`config.mk`:
```
export PLATFORM = sky130hd
export DESIGN_NAME = ilb_ctrl
export DESIGN_NICKNAME = d
export VERILOG_FILES = /design/src/ilb_pkg.sv /design/src/ilb_ctrl.sv
export SDC_FILE = /design/constraint.sdc
export NUM_CORES = 1
export LEC_CHECK = 0
export BUFFER_PORTS_ARGS = -buffer_cell sky130_fd_sc_hd__buf_2
export CAP_MARGIN = 40
export CORE_AREA = 8 8 45 47
export DETAILED_ROUTE_END_ITERATION = 6
export DIE_AREA = 0 0 53 55
export PLACE_DENSITY = 0.45
export SYNTH_ARGS = -nofsm -noshare
export SYNTH_HDL_FRONTEND = slang
export SYNTH_SLANG_ARGS = --single-unit
```
`constraint.sdc`:
```
create_clock -name clk -period 2.1 [get_ports clk]
set_clock_uncertainty 0.05 [all_clocks]
set_input_delay 0.105 -clock clk [delete_from_list [all_inputs] [get_ports clk]]
set_output_delay 0.105 -clock clk [all_outputs]
set_load 0.02 [all_outputs]
```
`src/ilb_pkg.sv`:
```
// shared types and constants for the indexed list buffer
`timescale 1ns / 1ps

package ilb_pkg;

    // default sizing of the element store
    localparam int DEF_CAPACITY      = 256;
    localparam int DEF_ELEMENT_WIDTH = 32;

    // fixed field widths of the request and result words
    localparam int OP_W     = 2;
    localparam int INDEX_W  = 8;
    localparam int VALUE_W  = 32;
    localparam int LENGTH_W = 9;
    localparam int STATUS_W = 2;

    // request opcodes
    typedef enum logic [OP_W-1:0] {
        OP_APPEND = 2'd0,
        OP_SET    = 2'd1,
        OP_GET    = 2'd2,
        OP_REMOVE = 2'd3
    } op_t;

    // result status codes
    typedef enum logic [STATUS_W-1:0] {
        ST_OK    = 2'd0,
        ST_FULL  = 2'd1,
        ST_RANGE = 2'd2
    } status_t;

    // commands from the controller to the datapath
    typedef struct packed {
        logic capture;
        logic exec;
        logic do_append;
        logic do_set;
        logic do_get;
        logic shift_start;
        logic shift_step;
        logic remove_commit;
        logic load_out;
    } ilb_cmd_t;

    // status from the datapath to the controller
    typedef struct packed {
        op_t  req_op;
        logic full;
        logic range_err;
        logic shift_done;
        logic out_free;
    } ilb_stat_t;

endpackage

```
`src/ilb_ctrl.sv`:
```
// controller state machine sequencing each request through the datapath
`timescale 1ns / 1ps

module ilb_ctrl (
    input  logic               clk,
    input  logic               rst_n,
    input  logic               in_valid,
    output logic               in_ready,
    output ilb_pkg::ilb_cmd_t  cmd,
    input  ilb_pkg::ilb_stat_t stat
);
    import ilb_pkg::*;

    typedef enum logic [1:0] {
        S_IDLE,
        S_CHECK,
        S_SHIFT,
        S_FINISH
    } state_t;

    state_t state_reg, state_next;

    // next state and datapath commands
    always_comb
    begin
        cmd        = '0;
        state_next = state_reg;
        case (state_reg)
            S_IDLE:
            begin
                if (in_valid)
                begin
                    cmd.capture = 1'b1;
                    state_next  = S_CHECK;
                end
            end
            S_CHECK:
            begin
                cmd.exec   = 1'b1;
                state_next = S_FINISH;
                case (stat.req_op)
                    OP_APPEND: cmd.do_append = !stat.full;
                    OP_SET:    cmd.do_set    = !stat.range_err;
                    OP_GET:    cmd.do_get    = !stat.range_err;
                    OP_REMOVE:
                    begin
                        if (!stat.range_err)
                        begin
                            cmd.shift_start = 1'b1;
                            state_next      = S_SHIFT;
                        end
                    end
                    default: ;
                endcase
            end
            S_SHIFT:
            begin
                if (stat.shift_done)
                begin
                    cmd.remove_commit = 1'b1;
                    state_next        = S_FINISH;
                end
                else
                begin
                    cmd.shift_step = 1'b1;
                end
            end
            S_FINISH:
            begin
                if (stat.out_free)
                begin
                    cmd.load_out = 1'b1;
                    state_next   = S_IDLE;
                end
            end
            default: state_next = S_IDLE;
        endcase
    end

    // state register
    always_ff @(posedge clk or negedge rst_n)
    begin
        if (!rst_n)
            state_reg <= S_IDLE;
        else
            state_reg <= state_next;
    end

    assign in_ready = (state_reg == S_IDLE);

endmodule

```
* After elaboration in Yosys (flattened, before gate mapping)
Cells that the tools add are included.
** Operators by class
- Eq/ne operators :: 9
- Multiplexer cells :: 19
- Reduce and logical (&&, ||, !) cells :: 5
** Operators with widths (count)
- two-way mux 1 bit :: 12
- two-way mux 2 bit :: 5
- == test 2 bit (second input constant) :: 4
- case mux 2 bit (4 select lines) :: 1
- != test 2 bit (second input constant) :: 3
- two-way mux 5 bit :: 1
- == test 2 x 1 -> 1 bit (second input constant) :: 2
- zero test 2 bit :: 2
- AND reduction 3 bit :: 1
- zero test 1 bit :: 2
** Word-level totals
- Register bits after elaboration :: 2
- Input bits :: 9
- Output and inout port bits :: 10
- Logic and storage cells :: 34

* Longest topological paths before layout
- Word-level depth :: 3
- Gate-level depth with buffers :: 5
- Depth with buffers taken out :: 5

* Worst setup path before layout
OpenSTA, ideal clock, no wires.
- Path type :: register to output
- Start :: reg state_reg[1]
- End :: out cmd[4] (netlist name)
- Arrival time :: 1.559 ns
- Data required time :: 1.945 ns
- Path slack :: 0.386 ns
- Stages on the path, launching flop included :: 4
- Buffers on the path :: 0
- Cell sequence :: dfrtp_1 -> inv_1 -> ha_1 -> nor4bb_1
** RTL lines
- start: declaration :: line ilb_ctrl.sv:21 : state_t state_reg, state_next;
- start signal: assignment :: line ilb_ctrl.sv:86 : state_reg <= state_next;
- end: declaration :: line ilb_ctrl.sv:9 : output ilb_pkg::ilb_cmd_t cmd,

* Final worst setup path
- Start :: reg state_reg[0]
- End :: reg state_reg[0]
** Between the ends
- Cells in the longest elaborated chain, start to end :: 3
- Elaborated cells on any way between the ends :: 9
- Those cells by class :: 6 x eq/ne; 1 x mux; 2 x reduce/logical
** RTL lines
- == test 2 bit / zero test 2 bit (equally long branches) :: line ilb_ctrl.sv:28 : case (state_reg)
- != test 2 bit (no source line)
- AND reduction 3 bit (no source line)
Parallel ways exist; a longest one is shown, timed or not.
A chain may end at the register's enable or synchronous reset.

==> run metrics <==
leftover overflow at the end of global routing 0; number of input and output port buffers inserted 18; portion of the clock cycle consumed by the worst path in the final layout 78.6%; count of hold buffers inserted by post-cts repair 1; transition time at the pin with the least slew margin 0.216 ns; Total Die Area 2920 sq um; Antenna Nets Post-Route 0; wire length per cell 10.2 um; final count of pins violating max slew 0; slowest cell on the critical path or4_1; latest clock arrival within the worst-skew pair 0.22 ns; met3 routed WL 87 um; kind of path behind the tightest hold check input port to async pin; endpoint class of the critical path flip-flop; post-route setup TNS 0 ns; synthesized netlist net count 40; max reg flops 2; achievable clock frequency 606 MHz; WL met1 243 um; wire length of the first global-routing pass 1050 um; Final Net Count 64; global-route usage over all layers 4.75%; cell accounting for the most synthesized area dfrtp_1; DR pass1 iterations 1; proportion of netlist area held by the largest area contributor 19.8%; startpoint class of the critical path flip-flop; via count of the first global-routing pass 268; Chip Width 53 um; Tmin final 1.65 ns; sum of net half-perimeters after detailed placement 573 um; register bit count reported by yosys 2; arrival time worst endpoint 1.71 ns; number of buffers on the longest clock path 2; mean area per synthesized cell 9.36 sq um; H-tree depth reported by CTS 1; status completed; Core Rows 14; Max Used Layer met3; RD Place Congestion 0.706; post-cts repair resize count 0; Worst slew margin 85.4%; startpoint of the lowest-slack register-to-register path state_reg[0]$_DFFE_PN0P_; Crit Path Max Fanout 5; leading cell type in the layout, fill and taps excluded buf_2; critical path type flip-flop to flip-flop; post-synthesis sequential area ratio 19.8%; effective utilization at floorplan 18.3%; Ports 19; total vias in the final route 271; Synth Warn # 0; core region area 1380 sq um; number of inserted diodes 0; number of sinks driven by the clock tree 2; Synth cell types 19; clock tree from TritonCTS done; number of violations of the max-capacitance limit 0; Root Buffer clkbuf_4; vias per std cell 4.17; power density relative to cell area 1230 nW/um^2; number of remaining DRC errors 0; chain of cells forming the critical path inv_1 > ha_1 > nor2b_4 > or4_1 > o211a_1; cells taking the most area after synthesis dfrtp_1, ha_1, nor4bb_1; number of CTS-inserted buffers 3; Max VDD drop 453 uV; height of the die 55 um; buffer count from post-CTS setup fixing 0; Starting DRT DRC Count 0; final-layout worst hold slack 0.147 ns; WP data required 2.16 ns; proportion of layout cells with a drive suffix above 1 46.9%; dpl cell area 363 sq um; RSZ-0062 raised after global routing false; delay contributed by the slowest stage of the critical path 0.45 ns; post-synthesis cell area 253 sq um; Static Leak 0.224 nW; number of instances in the synthesized netlist 27; post-route cell area 395 sq um; antenna violations before repair 0; total met2 wirelength after detailed routing 329 um; area added between synthesis and finish 56.4%; final number of setup-violating endpoints 0; Fin. Hold Viols 0; total chip power 487 uW; most frequent cells in the layout buf_2, ha_1, clkbuf_4; worst setup path startpoint state_reg[0]$_DFFE_PN0P_; pin count of the biggest net entering global routing 7; drt total wl 661 um; clock-pin slew on the worst setup and hold paths 0.03 ns
## synth_stat cells, drive strengths merged
cell    n
dfrtp   2
nor4bb  2
nand2   1
mux2    1
nor2b   2
and4b   1
and2    3
and2b   1
o21ai   2
nor3    1
o21a    1
o211a   1
nor4b   1
nor2    1
inv     2
ha      4
or4     1
## worst max-delay path, delay by kind of cell (launching register included)
family | cells | cell delay [ns]
compound gates | 1 | 0.22
simple gates | 2 | 0.58
fa+ha+maj | 1 | 0.21
buf+inv | 1 | 0.10
flops | 1 | 0.37
## through the flow
step	util, %	std cells	setup WS (ns)
2_1_floorplan	-	27	0.386
3_3_place_gp	26.2	61	0.438
3_5_place_dp	26.2	61	0.438
4_1_cts	28.6	65	0.431
5_1_grt	28.6	65	0.356
6_report	28.6	65	0.449
## layer usage
metal | GRT usage [%] | vias to the layer above
met5 | 0 | -
met4 | 2.59 | 0
met3 | 3.21 | 0
met2 | 7.23 | 8
met1 | 4.86 | 121
li1 | - | 142
## cells by family after synthesis
logic type / after synthesis / synth area share, %
AOI/OAI and AO/OA: 4 / 10.9
adders and majority gates: 4 / 19.8
buffers and inverters: 2 / 2.97
DFF: 2 / 19.8
muxes: 1 / 4.46
and+or+nand+nor: 14 / 42.1
## worst paths after layout
check / to / slack [ns] / cells after the start
max in group asynchronous: state_reg[1]$_DFFE_PN0P_ / 1.75 / 2
max reg2reg: state_reg[0]$_DFFE_PN0P_ / 0.45 / 5
max: state_reg[0]$_DFFE_PN0P_ / 0.45 / 5
min in group clk: state_reg[0]$_DFFE_PN0P_ / 0.25 / 3
min reg2reg: state_reg[1]$_DFFE_PN0P_ / 0.53 / 1
min: state_reg[0]$_DFFE_PN0P_ / 0.15 / 2
## power by group
part / internal [mW] / switching (mW) / leakage, nW
sequential: 0.0614 / 0.0216 / 0.0231
clock: 0.0629 / 0.0201 / 0.0138
combinational: 0.149 / 0.172 / 0.187
total: 0.274 / 0.214 / 0.224
## layout make-up
| type | instances | area (sq um) |
|---|---|---|
| multi-input combinational | 23 | 195 |
| fill | 164 | 988 |
| sequential | 2 | 50.0 |
| timing repair buffer | 19 | 100 |
| clock buffer | 3 | 22.5 |
| inverter | 2 | 7.51 |
| tap | 16 | 20.0 |
(Power assumes the default switching activity.)
